[config.mk]
export PLATFORM = sky130hd
export DESIGN_NAME = rail_move_to_distance_controller
export DESIGN_NICKNAME = d
export VERILOG_FILES = /design/src/rtl/rmtd_pkg.sv /design/src/rtl/rail_move_to_distance_controller.sv
export SDC_FILE = /design/constraint.sdc
export NUM_CORES = 1
export LEC_CHECK = 0
export CORE_MARGIN = 3
export CORE_UTILIZATION = 25
export CTS_CLUSTER_DIAMETER = 120
export DETAILED_ROUTE_END_ITERATION = 10
export DONT_BUFFER_PORTS = 1
export GPL_TIMING_DRIVEN = 0
export PLACE_DENSITY_LB_ADDON = 0.25
export SYNTH_ARGS = -nofsm -noshare
export SYNTH_HDL_FRONTEND = slang
export SYNTH_SLANG_ARGS = --single-unit
[constraint.sdc]
create_clock -name aclk -period 4.9 [get_ports aclk]
set_input_delay 0.735 -clock aclk [delete_from_list [all_inputs] [get_ports aclk]]
set_output_delay 0.735 -clock aclk [all_outputs]
set_load 0.005 [all_outputs]
[src/rtl/rmtd_pkg.sv]
// ----------------------------------------------------------------------------
// rmtd_pkg
// Codes and fixed widths shared by the rail move-to-distance controller.
// ----------------------------------------------------------------------------
package rmtd_pkg;

    localparam int OP_W   = 3;
    localparam int CMD_W  = 2;
    localparam int STAT_W = 2;

    localparam int TARGET_W = 23;
    localparam int TOL_W    = 16;
    localparam int TICKS_W  = 24;

    localparam int APB_DATA_W = 32;
    localparam int APB_ADDR_W = 5;
    localparam int REG_IDX_W  = 3;

    localparam logic [OP_W-1:0] OP_TICK     = 3'd0;
    localparam logic [OP_W-1:0] OP_SAMPLE   = 3'd1;
    localparam logic [OP_W-1:0] OP_OBSTACLE = 3'd2;
    localparam logic [OP_W-1:0] OP_START    = 3'd3;
    localparam logic [OP_W-1:0] OP_HALT     = 3'd4;

    localparam logic [CMD_W-1:0] CMD_STOP = 2'd0;
    localparam logic [CMD_W-1:0] CMD_FWD  = 2'd1;
    localparam logic [CMD_W-1:0] CMD_BACK = 2'd2;
    localparam logic [CMD_W-1:0] CMD_NONE = 2'd3;

    localparam logic [STAT_W-1:0] STAT_IDLE    = 2'd0;
    localparam logic [STAT_W-1:0] STAT_RUNNING = 2'd1;
    localparam logic [STAT_W-1:0] STAT_SUCCESS = 2'd2;
    localparam logic [STAT_W-1:0] STAT_FAILURE = 2'd3;

    localparam logic [REG_IDX_W-1:0] REG_TARGET      = 3'd0;
    localparam logic [REG_IDX_W-1:0] REG_TOLERANCE   = 3'd1;
    localparam logic [REG_IDX_W-1:0] REG_MOVE_TMO    = 3'd2;
    localparam logic [REG_IDX_W-1:0] REG_OBST_TMO    = 3'd3;
    localparam logic [REG_IDX_W-1:0] REG_STALE_LIMIT = 3'd4;

    localparam logic [TOL_W-1:0]   TOLERANCE_RST   = 16'd50;
    localparam logic [TICKS_W-1:0] STALE_LIMIT_RST = 24'd500;

endpackage

[src/rtl/rail_move_to_distance_controller.sv]
// ----------------------------------------------------------------------------
// rail_move_to_distance_controller
// Bang-bang rail position controller driven by tick, sample, obstacle,
// start and halt transactions, with an APB register port.
// ----------------------------------------------------------------------------
// Result: registered in the output register in the cycle after its input.
// Throughput: 1 transaction per cycle; one output register, so input is
//   taken while a result waits if m_tready is high in the same cycle.
// Reset: aresetn synchronous active low; clears move state, counters and
//   output valid, and loads register defaults (tolerance 50, stale limit 500).
// ----------------------------------------------------------------------------
module rail_move_to_distance_controller #(
    parameter int DIST_BITS = 24,
    parameter int TIME_BITS = 24
) (
    input  logic                                  aclk,
    input  logic                                  aresetn,
    // APB register port
    input  logic                                  psel,
    input  logic                                  penable,
    input  logic                                  pwrite,
    input  logic [rmtd_pkg::APB_ADDR_W-1:0]       paddr,
    input  logic [rmtd_pkg::APB_DATA_W-1:0]       pwdata,
    output logic [rmtd_pkg::APB_DATA_W-1:0]       prdata,
    output logic                                  pready,
    // input stream
    input  logic                                  s_tvalid,
    output logic                                  s_tready,
    // tdata: distance_mm, obstacle_in
    input  logic [((DIST_BITS+1+7)/8)*8-1:0]      s_tdata,
    // tuser: op
    input  logic [rmtd_pkg::OP_W-1:0]             s_tuser,
    // result stream
    output logic                                  m_tvalid,
    input  logic                                  m_tready,
    // tdata: status, command, command_sent, reached_mm, odom_stale
    output logic [((DIST_BITS+6+7)/8)*8-1:0]      m_tdata
);
    import rmtd_pkg::*;

    localparam int OUT_W = ((DIST_BITS + 6 + 7) / 8) * 8;
    localparam int CW    = (TIME_BITS > TICKS_W) ? TIME_BITS : TICKS_W;
    localparam int EW    = ((DIST_BITS > TARGET_W) ? DIST_BITS : TARGET_W) + 2;

    // configuration
    logic [TARGET_W-1:0] target_reg;
    logic [TOL_W-1:0]    tolerance_reg;
    logic [TICKS_W-1:0]  move_tmo_reg;
    logic [TICKS_W-1:0]  obst_tmo_reg;
    logic [TICKS_W-1:0]  stale_limit_reg;

    // move state
    logic                 running_reg, running_next;
    logic                 obst_flag_reg, obst_flag_next;
    logic                 obst_wait_reg, obst_wait_next;
    logic                 seen_reg, seen_next;
    logic [DIST_BITS-1:0] position_reg, position_next;
    logic [TIME_BITS-1:0] age_reg, age_next;
    logic [TIME_BITS-1:0] active_reg, active_next;
    logic [TIME_BITS-1:0] wait_reg, wait_next;
    logic [CMD_W-1:0]     last_sent_reg, last_sent_next;

    logic                 m_tvalid_reg;
    logic [OUT_W-1:0]     m_tdata_reg;

    logic                 wr_en;
    logic                 in_fire;
    logic [OP_W-1:0]      op;
    logic [DIST_BITS-1:0] dist_in;
    logic                 obst_in;

    logic [TIME_BITS-1:0] age_inc, active_inc, wait_inc;
    logic                 stale_tick;
    logic                 stale_out;
    logic signed [EW-1:0] err;
    logic [EW-1:0]        err_mag;
    logic                 in_tol;

    logic [STAT_W-1:0]    status;
    logic [CMD_W-1:0]     cmd;
    logic                 sent;
    logic [DIST_BITS-1:0] reached;
    logic [OUT_W-1:0]     result;

    // ------------------------------------------------------------------ APB
    assign pready = 1'b1;
    assign wr_en  = psel & penable & pwrite & pready;

    always_ff @(posedge aclk) begin
        if (!aresetn) begin
            target_reg      <= '0;
            tolerance_reg   <= TOLERANCE_RST;
            move_tmo_reg    <= '0;
            obst_tmo_reg    <= '0;
            stale_limit_reg <= STALE_LIMIT_RST;
        end else if (wr_en) begin
            unique case (paddr[APB_ADDR_W-1:2])
                REG_TARGET:      target_reg      <= pwdata[TARGET_W-1:0];
                REG_TOLERANCE:   tolerance_reg   <= pwdata[TOL_W-1:0];
                REG_MOVE_TMO:    move_tmo_reg    <= pwdata[TICKS_W-1:0];
                REG_OBST_TMO:    obst_tmo_reg    <= pwdata[TICKS_W-1:0];
                REG_STALE_LIMIT: stale_limit_reg <= pwdata[TICKS_W-1:0];
                default: ;
            endcase
        end
    end

    always_comb begin
        unique case (paddr[APB_ADDR_W-1:2])
            REG_TARGET:      prdata = APB_DATA_W'(target_reg);
            REG_TOLERANCE:   prdata = APB_DATA_W'(tolerance_reg);
            REG_MOVE_TMO:    prdata = APB_DATA_W'(move_tmo_reg);
            REG_OBST_TMO:    prdata = APB_DATA_W'(obst_tmo_reg);
            REG_STALE_LIMIT: prdata = APB_DATA_W'(stale_limit_reg);
            default:         prdata = '0;
        endcase
    end

    // ------------------------------------------------------------ datapath
    assign s_tready = ~m_tvalid_reg | m_tready;
    assign in_fire  = s_tvalid & s_tready;
    assign op       = s_tuser;
    assign dist_in  = s_tdata[DIST_BITS-1:0];
    assign obst_in  = s_tdata[DIST_BITS];

    assign age_inc    = (&age_reg)    ? age_reg    : age_reg + 1'b1;
    assign active_inc = (&active_reg) ? active_reg : active_reg + 1'b1;
    assign wait_inc   = (&wait_reg)   ? wait_reg   : wait_reg + 1'b1;

    assign stale_tick = ~seen_reg | (CW'(age_inc) > CW'(stale_limit_reg));

    assign err     = $signed(EW'(target_reg)) - EW'(signed'(position_reg));
    assign err_mag = err[EW-1] ? EW'(-err) : EW'(err);
    assign in_tol  = err_mag <= EW'(tolerance_reg);

    always_comb begin
        running_next   = running_reg;
        obst_flag_next = obst_flag_reg;
        obst_wait_next = obst_wait_reg;
        seen_next      = seen_reg;
        position_next  = position_reg;
        age_next       = age_reg;
        active_next    = active_reg;
        wait_next      = wait_reg;
        last_sent_next = last_sent_reg;

        status  = running_reg ? STAT_RUNNING : STAT_IDLE;
        cmd     = (last_sent_reg == CMD_NONE) ? CMD_STOP : last_sent_reg;
        sent    = 1'b0;
        reached = '0;

        case (op)
            OP_TICK: begin
                age_next = age_inc;
                if (running_reg) begin
                    if (obst_flag_reg) begin
                        obst_wait_next = 1'b1;
                        wait_next      = obst_wait_reg ? wait_inc : '0;
                        cmd            = CMD_STOP;
                        if (obst_tmo_reg != '0 &&
                            CW'(wait_next) >= CW'(obst_tmo_reg)) begin
                            running_next = 1'b0;
                            status       = STAT_FAILURE;
                        end
                    end else begin
                        obst_wait_next = 1'b0;
                        active_next    = active_inc;
                        if (move_tmo_reg != '0 &&
                            CW'(active_inc) >= CW'(move_tmo_reg)) begin
                            cmd          = CMD_STOP;
                            running_next = 1'b0;
                            status       = STAT_FAILURE;
                        end else if (stale_tick) begin
                            cmd = CMD_STOP;
                        end else if (in_tol) begin
                            cmd          = CMD_STOP;
                            reached      = position_reg;
                            running_next = 1'b0;
                            status       = STAT_SUCCESS;
                        end else begin
                            cmd = err[EW-1] ? CMD_BACK : CMD_FWD;
                        end
                    end
                    if (cmd != last_sent_reg) begin
                        last_sent_next = cmd;
                        sent           = 1'b1;
                    end
                end
            end
            OP_SAMPLE: begin
                position_next = dist_in;
                age_next      = '0;
                seen_next     = 1'b1;
            end
            OP_OBSTACLE: begin
                obst_flag_next = obst_in;
            end
            OP_START: begin
                if (tolerance_reg == '0 || stale_limit_reg == '0) begin
                    cmd          = CMD_STOP;
                    running_next = 1'b0;
                    status       = STAT_FAILURE;
                    if (last_sent_reg != CMD_STOP) begin
                        last_sent_next = CMD_STOP;
                        sent           = 1'b1;
                    end
                end else begin
                    running_next   = 1'b1;
                    obst_wait_next = 1'b0;
                    active_next    = '0;
                    wait_next      = '0;
                    last_sent_next = CMD_NONE;
                    cmd            = CMD_STOP;
                    status         = STAT_RUNNING;
                end
            end
            OP_HALT: begin
                cmd          = CMD_STOP;
                running_next = 1'b0;
                status       = STAT_IDLE;
                if (last_sent_reg != CMD_STOP) begin
                    last_sent_next = CMD_STOP;
                    sent           = 1'b1;
                end
            end
            default: ;
        endcase
    end

    assign stale_out = ~seen_next | (CW'(age_next) > CW'(stale_limit_reg));
    assign result    = OUT_W'({stale_out, reached, sent, cmd, status});

    always_ff @(posedge aclk) begin
        if (!aresetn) begin
            running_reg   <= 1'b0;
            obst_flag_reg <= 1'b0;
            obst_wait_reg <= 1'b0;
            seen_reg      <= 1'b0;
            position_reg  <= '0;
            age_reg       <= '0;
            active_reg    <= '0;
            wait_reg      <= '0;
            last_sent_reg <= CMD_NONE;
        end else if (in_fire) begin
            running_reg   <= running_next;
            obst_flag_reg <= obst_flag_next;
            obst_wait_reg <= obst_wait_next;
            seen_reg      <= seen_next;
            position_reg  <= position_next;
            age_reg       <= age_next;
            active_reg    <= active_next;
            wait_reg      <= wait_next;
            last_sent_reg <= last_sent_next;
        end
    end

    always_ff @(posedge aclk) begin
        if (!aresetn) begin
            m_tvalid_reg <= 1'b0;
        end else if (in_fire) begin
            m_tvalid_reg <= 1'b1;
        end else if (m_tready) begin
            m_tvalid_reg <= 1'b0;
        end
    end

    always_ff @(posedge aclk) begin
        if (in_fire) begin
            m_tdata_reg <= result;
        end
    end

    assign m_tvalid = m_tvalid_reg;
    assign m_tdata  = m_tdata_reg;

endmodule

==> flow_summary_export.csv, run 1 <==
group,metric,value,unit
run_status,status,"complete, but fails checks",
run_status,violations,"negative setup slack",
cells_and_area,fillers,7091,
run,max_cap_violations,0,
cts,htree_levels,1,
synthesis,ys_seq_area_frac,0.304,
floorplan,core_area,0.0674,mm^2
synthesis,synthCells,2223,
detailed_routing,vias_per_cell,5.21,
detailed_routing,drt-initial-drc-count,1380,
global_route,antenna_found_initial,4,
cts,cts.reportedPaths.clkPinSlew,0.07,ns
power_and_ir_drop,leakagePower,7.75,nW
cts,insertion_delay,0.60,ns
critical_path,start_kind,"register",
min_path,hold_path.class,"in2reg",
sta,worstMarginPinSlew,1.24,ns
synthesis,avgSynthCellArea,7.68,um^2
detailed_routing,vias,16700,
synthesis,synthFlopType,"dfxtp_1",
detailed_routing,wirelength,66000,um
synthesis,synth_area,0.0171,mm^2
sta,fin_ws,-0.123,ns
cells_and_area,largest_register_ffs,30,
placement,hpwl,51300,um
critical_path,crit_required,5.40,ns
floorplan,ios,146,
cells_and_area,fin_nets,2535,
global_route,grt-ovfl-total,0,
critical_path,end_kind,"register",
detailed_routing,ant_nets,0,
placement,place_congestion,0.897,
floorplan,die_h,267,um
power_and_ir_drop,p_per_area,263,mW/mm^2
sta,rsz0062_at_grt,"yes",
cells_and_area,drive_above_1_share,0.147,
synthesis,ys.warnings.count,0,
sta,max_freq,199,MHz
critical_path,worstPathMaxFanout,6,
synthesis,synth_edf_count,30,
cells_and_area,final_area,0.0210,mm^2
floorplan,rows,95,
synthesis,async_flop_share,0,
critical_path,worstPathArrival,5.53,ns
cells_and_area,areaGrowthSynthToFinish,22.8,%
floorplan,die_w,267,um
floorplan,dieArea,0.0715,mm^2
synthesis,ys_seq_elements,244,
cts,cts-root-buf,"clkbuf_16",
sta,setup_viol,8,
cts,cts_buffer_depth,3,
global_route,grt_start_max_net_pins,40,
cts,cts.sinks,244,
global_route,grt_usage,0.178,
power_and_ir_drop,p_total,5.52,mW
power_and_ir_drop,peakVddDrop,0.226,mV
detailed_routing,firstDrtPassIters,7,
sta,slew_headroom,0.173,
sta,finalCritPeriodShare,1.03,
synthesis,ys_types,93,
sta,maxSlewViolCount,0,
global_route,grt_pass1_vias,15900,
cts,cts_buffers,29,
detailed_routing,wl_per_cell,20.5,um
global_route,grt_pass1_wl,98300,um
critical_path,crit_type,"reg2reg",
detailed_routing,drc,0,
floorplan,start_util,0.253,
sta,hold_viol,0,
cells_and_area,fin_util,0.311,
cts,cts_tree,"built",
placement,io_buffers,0,
placement,postPlaceCellArea,0.0182,mm^2
sta,fin_crit,5.02,ns
placement,place_ws,-1.47,ns
sta,skew,0.0154,ns
-- power breakdown --
group,internal (mW),leakage [nW],switching (mW)
Sequential,2.05,2.05,0.0269
Combinational,0.483,5.21,0.641
Clock,1.36,0.500,0.960
-- cells by family after synthesis --
| kind of cell | synth area share |
|---|---|
| AO/OA/AOI/OAI | 0.226 |
| XOR/XNOR | 0.0477 |
| adder cells (fa/ha/maj) | 0.103 |
| buffers and inverters | 0.0619 |
| flip-flops | 0.304 |
| multiplexers | 0.0171 |
| other | 0.000440 |
| AND/OR/NAND/NOR | 0.240 |
-- cell type report --
| cell class | instances | area, um^2 | area share |
|---|---|---|---|
| multi-input cells | 1727 | 12000 | 0.572 |
| inverters | 124 | 468 | 0.0223 |
| plain buffers | 127 | 627 | 0.0299 |
| clock inverters | 14 | 170 | 0.00812 |
| repair buffers | 63 | 531 | 0.0253 |
| clock buffers | 40 | 838 | 0.0400 |
| flip-flops and latches | 244 | 5240 | 0.250 |
| well taps | 873 | 1090 | 0.0521 |
| diodes | 1 | 2.50 | 0.000119 |
-- metrics by stage --
step / setup TNS, ns / hold WS [ns] / cells
floorplan: 0 / 0.436 / 2232
global placement: -36.46 / 0.441 / 3105
detailed placement: -38.74 / 0.447 / 3105
CTS: -2.79 / 0.231 / 3193
global route: -4.75 / 0.255 / 3212
finish: -0.418 / 0.264 / 3213
-- critical path, stage by stage (launching register included) --
cell and delay [ns]:
dfxtp_2 0.36, inv_2 0.06, ha_4 0.16, fa_2 0.35, nand2b_4 0.16, a21o_4 0.24
and2_4 0.17, xnor2_4 0.13, or3_4 0.41, or3_4 0.39, buf_6 0.13, nand2_4 0.06
xnor2_2 0.06, ha_1 0.29, nand4_1 0.14, or2_4 0.32, a21oi_4 0.16, a2111oi_4 0.05
a2bb2oi_2 0.17, and3_4 0.19, a21o_4 0.24, o32a_1 0.32, a2bb2oi_2 0.17, o31ai_2 0.18
-- metal layers --
layer | part of all wire | up-vias | track usage
li1 | - | 8041 | -
met1 | 0.45 | 8048 | 0.241
met2 | 0.45 | 538 | 0.294
met3 | 0.071 | 101 | 0.0338
met4 | 0.024 | 4 | 0.0399
met5 | 0.00041 | - | 0
-- final timing paths --
kind	from	endpoint	slack, ns	depth (start not counted)
max	target_reg[0]	last_sent_reg[1]	-0.12	23
min	pwdata[11]	target_reg[11]	0.26	2
max reg2reg	target_reg[0]	last_sent_reg[1]	-0.12	23
min reg2reg	position_reg[12]	position_reg[12]	0.46	2
-- Yosys cell counts, types with 4 or more instances --
master	n	share of area
o22ai_1	19	0.0070
edfxtp_1	30	0.053
a21o_1	31	0.014
mux2i_1	28	0.016
buf_1	7	0.0015
nor3_1	26	0.0076
nand2_1	411	0.090
ha_1	139	0.10
a22oi_1	55	0.024
and2_1	39	0.014
a21oi_1	172	0.050
or4_1	7	0.0031
nand2b_1	17	0.0062
nand4_1	37	0.014
buf_2	7	0.0021
o21ai_0	84	0.025
a211oi_1	8	0.0035
nand3_1	46	0.013
a22o_1	5	0.0026
nor2b_1	29	0.011
nor4_1	53	0.019
dfxtp_1	214	0.25
and4_1	7	0.0036
o31ai_1	22	0.0097
or3_1	14	0.0051
nand3b_1	4	0.0018
xor2_1	24	0.012
xnor2_1	69	0.035
or2_2	10	0.0037
buf_4	12	0.0053
o21a_1	14	0.0062
clkbuf_1	108	0.024
nand4b_1	4	0.0021
and3_1	21	0.0077
and2_2	4	0.0018
o211ai_1	17	0.0075
a31oi_1	10	0.0037
a21boi_0	85	0.037
nor2_1	126	0.028
a21oi_2	4	0.0021
inv_1	122	0.027
-- cell usage in the layout, fill, tap and decap left out, types with 22 or more instances in the layout --
master     synthesis  final
a21boi_0          85     85
a21o_1            31     31
a21oi_1          172    162
a22oi_1           55     54
and2_1            39     35
buf_4             12     65
clkbuf_1         108     98
clkbuf_16          0     31
dfxtp_1          214    183
dfxtp_2            0     23
edfxtp_1          30     30
ha_1             139    127
inv_1            122    118
mux2i_1           28     28
nand2_1          411    405
nand3_1           46     42
nand4_1           37     37
nor2_1           126    120
nor2b_1           29     26
nor4_1            53     27
nor4_4             0     24
o21ai_0           84     72
o31ai_1           22     22
xnor2_1           69     66
xor2_1            24     23
-- what timing repair did --
action | CTS | global route
buffers inserted | 37 | 25
hold buffers | 0 | 0
endpoints found under the setup margin | 33 | 33
pin swaps | 64 | 41
hold endpoints to repair | 0 | 0
gates resized for setup | 191 | 94
gates cloned | 2 | 1
No activity file was read; power rests on OpenSTA's default activity.
==> run 2, diff against run 1 <==
PLACE_DENSITY_LB_ADDON = default   (was 0.25)
==> run 2 against run 1 <==
Against the previous run:
- the flow still finishes with violations (negative setup slack)
- non-clock buffer count down 21
- routed wire length down 5.5%
- combinational power down 8%
- cell count is 0.50% lower
- clock-buffer cell count rose by 10
- total power is 3.3% higher
==> flow_summary_export.csv, run 2 (synthesized netlist as in run 1, its figures left out) <==
group,metric,value,unit
sta,setup_viol,15,
cts,cts_tree,"built",
global_route,grt_usage,0.171,
detailed_routing,firstDrtPassIters,6,
critical_path,r2r_end,"last_sent_reg[0]",
cells_and_area,fin_util,0.307,
global_route,antenna_found_initial,3,
global_route,grt_pass1_vias,15300,
critical_path,ff2ff_path_depth,23,
floorplan,dieArea,0.0715,mm^2
critical_path,end_kind,"register",
detailed_routing,wl_per_cell,19.5,um
cells_and_area,final_area,0.0207,mm^2
sta,max_freq,199,MHz
run_status,violations,"negative setup slack",
run_status,status,"complete, but fails checks",
global_route,grt-ovfl-total,0,
cts,cts_hold_buf,0,
min_path,hold_path.class,"in2reg",
detailed_routing,vias,16400,
cells_and_area,multiInputGateArea,0.0117,mm^2
cells_and_area,areaGrowthSynthToFinish,21.0,%
critical_path,crit_required,5.34,ns
sta,finalCritPeriodShare,1.03,
detailed_routing,ant_nets,0,
floorplan,ios,146,
detailed_routing,drc,0,
critical_path,worstPathCellList,"ha_1 -> buf_4 -> o211ai_2 -> a21o_4 -> a21oi_4 -> a21oi_4 -> o21ai_4 -> buf_4 -> a211oi_4 -> clkbuf_8 -> nand2_2 -> xnor2_2 -> ha_1 -> o21a_1 -> o21a_1 -> o211ai_1 -> a21oi_4 -> a2111oi_4 -> a2bb2oi_2 -> and3_4 -> a211oi_2 -> or2_4 -> o41ai_2",
cts,cts_buffer_depth,3,
critical_path,cp_slowest_cell,"dfxtp_1",
min_path,hold_start,"s_tdata[0]",
sta,hold_viol,0,
cts,cts.sinks,244,
critical_path,worstPathMaxFanout,8,
critical_path,crit_type,"reg2reg",
power_and_ir_drop,peakVddDrop,0.208,mV
cells_and_area,final-seq-area,0.00523,mm^2
power_and_ir_drop,leakagePower,7.57,nW
sta,skew,0.0361,ns
placement,place_congestion,0.918,
placement,io_buffers,0,
detailed_routing,vias_per_cell,5.14,
cts,htree_levels,2,
critical_path,worstPathArrival,5.47,ns
sta,maxSlewViolCount,0,
detailed_routing,wirelength,62400,um
critical_path,cp_slowest_stage_delay,0.50,ns
sta,worstMarginPinSlew,1.38,ns
placement,postPlaceCellArea,0.0183,mm^2
run,max_cap_violations,0,
critical_path,rrSetupSlack,-0.13,ns
cells_and_area,largest_register_ffs,30,
floorplan,rows,95,
sta,fin_crit,5.03,ns
min_path,min_to,"position_reg[0]",
min_path,hold-path-cell-count,2,
global_route,grt_pass1_wl,94000,um
sta,hold_ws,0.300,ns
sta,slew_headroom,0.0811,
power_and_ir_drop,p_per_area,276,mW/mm^2
global_route,grt_start_max_net_pins,25,
placement,hpwl,48000,um
cts,cts.reportedPaths.clkPinSlew,0.06,ns
sta,fin_ws,-0.129,ns
floorplan,die_h,267,um
cells_and_area,fin_nets,2519,
cells_and_area,drive_above_1_share,0.128,
cells_and_area,final_common_cell,"nand2_1",
floorplan,core_area,0.0674,mm^2
detailed_routing,drt-initial-drc-count,1529,
cells_and_area,mostFrequentLayoutCells,"nand2_1 (409), dfxtp_1 (186), a21oi_1 (163)",
floorplan,start_util,0.253,
cts,insertion_delay,0.56,ns
cts,cts-root-buf,"clkbuf_16",
critical_path,start_kind,"register",
sta,rsz0062_at_grt,"yes",
power_and_ir_drop,p_total,5.70,mW
cts,cts_buffers,34,
floorplan,die_w,267,um
critical_path,reg2reg_from,"target_reg[4]",
cells_and_area,fillers,7119,
critical_path,path_common_cell,"a21oi_4",
## run 2: cell count changes in the layout (fill, tap and decap cells not counted), sizes merged
cell,change
clkinvlp,-1
clkbuf,+10
inv,+1
bufinv,-1
clkinv,-4
buf,-21
## run 2: through the flow
stage | TNS (ns) | worst slack [ns] | cells
2_1_floorplan | 0 | 0.00409 | 2232
3_3_place_gp | -38.08 | -1.36 | 3105
3_5_place_dp | -37.00 | -1.44 | 3106
4_1_cts | -0.136 | -0.0584 | 3185
5_1_grt | -6.35 | -0.372 | 3196
6_report | -0.628 | -0.129 | 3197
## run 2: routing by layer
layer | wire length (um) | global-route usage | vias up
met4 | 1980 | 0.0523 | 2
li1 | - | - | 8007
met1 | 27500 | 0.230 | 7747
met5 | 13 | 0 | -
met2 | 27800 | 0.273 | 557
met3 | 5110 | 0.0367 | 115
## run 2: worst max-delay path, delay by kind of cell (launching register included)
kind | cells | cell delay (ns)
AO/OA/AOI/OAI | 14 | 2.52
flip-flops | 1 | 0.50
XOR/XNOR | 1 | 0.14
buffers and inverters | 3 | 0.55
adder cells (fa/ha/maj) | 2 | 0.62
AND/OR/NAND/NOR | 3 | 0.57
## run 2: repair_timing
action / CTS / global route
pin swaps: 38 / 47
buffers inserted: 25 / 15
endpoints found under the setup margin: 33 / 33
cloned: 0 / 1
gates resized for setup: 112 / 108
## run 2: how the worst max path moves through the flow
stage	slack, ns	depth (start not counted)	start	to
floorplan	0.004	23	target_reg[0]	last_sent_reg[0]
global placement	-1.36	23	age_reg[10]	m_tdata[4]
detailed placement	-1.44	20	active_reg[3]	last_sent_reg[0]
CTS	-0.06	25	target_reg[0]	m_tdata[0]
global route	-0.37	22	position_reg[6]	last_sent_reg[0]
finish	-0.13	23	target_reg[4]	last_sent_reg[0]
## run 2: where the power goes
| part | leakage [nW] | switching, mW | internal (mW) |
|---|---|---|---|
| combinational | 4.96 | 0.593 | 0.439 |
| sequential | 2.04 | 0.0284 | 2.05 |
| clock | 0.567 | 1.03 | 1.56 |
## run 2: area by class of cell
| class | instances | share of cell area |
|---|---|---|
| Multi-Input combinational cell | 1727 | 0.568 |
| Sequential cell | 244 | 0.253 |
| Tap cell | 873 | 0.0529 |
| Clock buffer | 50 | 0.0491 |
| Buffer | 127 | 0.0300 |
| Inverter | 124 | 0.0225 |
| Timing Repair Buffer | 42 | 0.0174 |
| Clock inverter | 9 | 0.00727 |
| Antenna cell | 1 | 0.000121 |
==> run 3, diff against run 2 <==
BUFFER_PORTS_ARGS = -buffer_cell sky130_fd_sc_hd__buf_2   (was default)
DONT_BUFFER_PORTS = default   (was 1)
PLACE_DENSITY_LB_ADDON = 0.08   (was default)
clock period = 5.6 ns   (was 4.9 ns; I/O delays follow)
==> run 3 against run 2 <==
Against the previous run:
- the flow now finishes without violations
- critical endpoint unchanged
- worst hold slack improved by 0.15 ns
- cell count increased by 2.9%
- first-iteration DRC count decreased by 34%
- critical path type unchanged
==> flow_summary_export.csv, run 3 (synthesized netlist as in run 1, its figures left out) <==
group,metric,value,unit
critical_path,crit_required,6.04,ns
min_path,hold-path-cell-count,2,
critical_path,rrSetupSlack,0.27,ns
min_path,hold_path.class,"reg2reg",
cts,cts-root-buf,"clkbuf_16",
power_and_ir_drop,p_sw,1.44,mW
cells_and_area,largest_register_ffs,30,
sta,setup_tns,0,ns
cells_and_area,mostFrequentLayoutCells,"nand2_1 (410), dfxtp_1 (203), a21oi_1 (168)",
sta,fin_ws,0.270,ns
sta,maxSlewViolCount,0,
cts,cts.sinks,244,
detailed_routing,firstDrtPassIters,6,
sta,slew_headroom,0.151,
sta,fin_crit,5.33,ns
placement,hpwl,55400,um
cells_and_area,drive_above_1_share,0.129,
power_and_ir_drop,combPwrFrac,0.183,
detailed_routing,wirelength,70500,um
sta,max_freq,188,MHz
sta,finalCritPeriodShare,0.952,
run,max_cap_violations,0,
placement,place_congestion,0.842,
power_and_ir_drop,peakVddDrop,0.151,mV
sta,worstMarginPinSlew,1.27,ns
floorplan,start_util,0.253,
power_and_ir_drop,pwr-share-clk,0.447,
detailed_routing,ant_nets,0,
cts,cts_tree,"built",
power_and_ir_drop,p_total,4.90,mW
cts,insertion_delay,0.55,ns
global_route,grt_pass1_vias,16200,
cts,htree_levels,2,
critical_path,worstPathArrival,5.77,ns
floorplan,core_area,0.0674,mm^2
global_route,grt_usage,0.194,
global_route,grt_pass1_wl,104000,um
power_and_ir_drop,internal-power,3.47,mW
global_route,antenna_found_initial,3,
detailed_routing,vias_per_cell,5.06,
cells_and_area,areaGrowthSynthToFinish,19.5,%
sta,skew,0.0181,ns
cells_and_area,fin_nets,2616,
global_route,grt-ovfl-total,0,
critical_path,end_kind,"register",
detailed_routing,drt-initial-drc-count,1012,
floorplan,die_h,267,um
cells_and_area,final_common_cell,"nand2_1",
critical_path,reg2reg_from,"target_reg[0]",
cts,cts_buffers,34,
power_and_ir_drop,pwr-share-seq,0.370,
power_and_ir_drop,leakagePower,7.56,nW
floorplan,die_w,267,um
global_route,grt_start_max_net_pins,29,
power_and_ir_drop,p_per_area,240,mW/mm^2
critical_path,worstPathMaxFanout,8,
critical_path,start_kind,"register",
critical_path,crit_type,"reg2reg",
detailed_routing,wl_per_cell,21.4,um
placement,io_buffers,113,
critical_path,crit_path_start,"target_reg[0]",
run_status,status,"complete, no violations",
cells_and_area,antenna_cells,0,
detailed_routing,drc,0,
floorplan,dieArea,0.0715,mm^2
critical_path,r2r_end,"last_sent_reg[0]",
sta,hold_viol,0,
cts,cts_hold_buf,0,
sta,setup_viol,0,
detailed_routing,vias,16600,
critical_path,ff2ff_path_depth,23,
power_and_ir_drop,switching_share,0.293,
floorplan,ios,146,
min_path,min_to,"position_reg[5]",
min_path,hold_start,"position_reg[5]",
cts,cts.reportedPaths.clkPinSlew,0.06,ns
cts,cts_buffer_depth,3,
cells_and_area,fillers,7317,
placement,place_ws,-1.53,ns
floorplan,rows,95,
==> run 3: power groups by stage <==
stage,sequential (mW),combinational [mW],clock (mW)
after detailed placement,1.85,0.803,0
after global routing,1.82,0.991,2.31
after floorplan,1.85,0.535,0
final,1.82,0.895,2.19
after CTS,1.81,0.871,2.26
after global placement,1.85,0.796,0
==> run 3: layout make-up <==
class                           count  area, um^2  area share
Clock buffer                       51        1040      0.0508
Clock inverter                      5        53.8     0.00264
Timing Repair Buffer              134         736      0.0360
Multi-Input combinational cell   1727       11200       0.550
Tap cell                          873        1090      0.0535
Inverter                          124         465      0.0228
Buffer                            132         591      0.0289
Sequential cell                   244        5200       0.255
==> run 3: critical path: stages, from the launching register on <==
cell and delay (ns):
dfxtp_2 0.36, inv_1 0.08, ha_2 0.21, fa_2 0.35, nand2b_4 0.17, a21o_4 0.25, and2_1 0.19, xnor2_2 0.20
or3_4 0.43, or3_1 0.37, buf_2 0.18, nand2_1 0.09, xnor2_1 0.07, ha_1 0.30, nand4_1 0.13, or2_4 0.30
a21oi_4 0.16, a2111oi_4 0.06, a2bb2oi_2 0.18, and3_4 0.19, a21o_4 0.23, and2_1 0.15, or2_4 0.26, o41ai_2 0.29
==> run 3: per-stage QoR <==
step	util	hold slack, ns	instance area (um^2)	instances
after floorplan	-	0.436	17100	2232
after global placement	0.278	0.441	18800	3218
after detailed placement	0.279	0.446	18800	3219
after CTS	0.299	0.454	20100	3283
after global routing	0.303	0.468	20400	3290
final	0.303	0.451	20400	3290
==> run 3: layer usage <==
layer,up-vias,share of wire,global-route usage
met4,2,0.024,0.0522
met2,367,0.48,0.333
met1,7998,0.46,0.256
met3,90,0.038,0.0221
met5,-,0.00016,0
li1,8186,-,-
==> run 3: how the worst max path moves through the flow <==
stage / slack, ns / end / cells past startpoint
after global routing: -0.0004 / m_tdata[0] / 24
after detailed placement: -1.53 / m_tdata[10] / 24
after global placement: -1.49 / m_tdata[8] / 24
after CTS: 0.004 / m_tdata[2] / 25
final: 0.27 / last_sent_reg[0] / 23
after floorplan: 0.38 / m_tdata[2] / 25
==> run 3: repair_timing <==
action | in CTS | in global routing
setup buffers | 8 | 12
pin swaps | 7 | 15
endpoints found under the setup margin | 33 | 33
resized for setup | 42 | 51
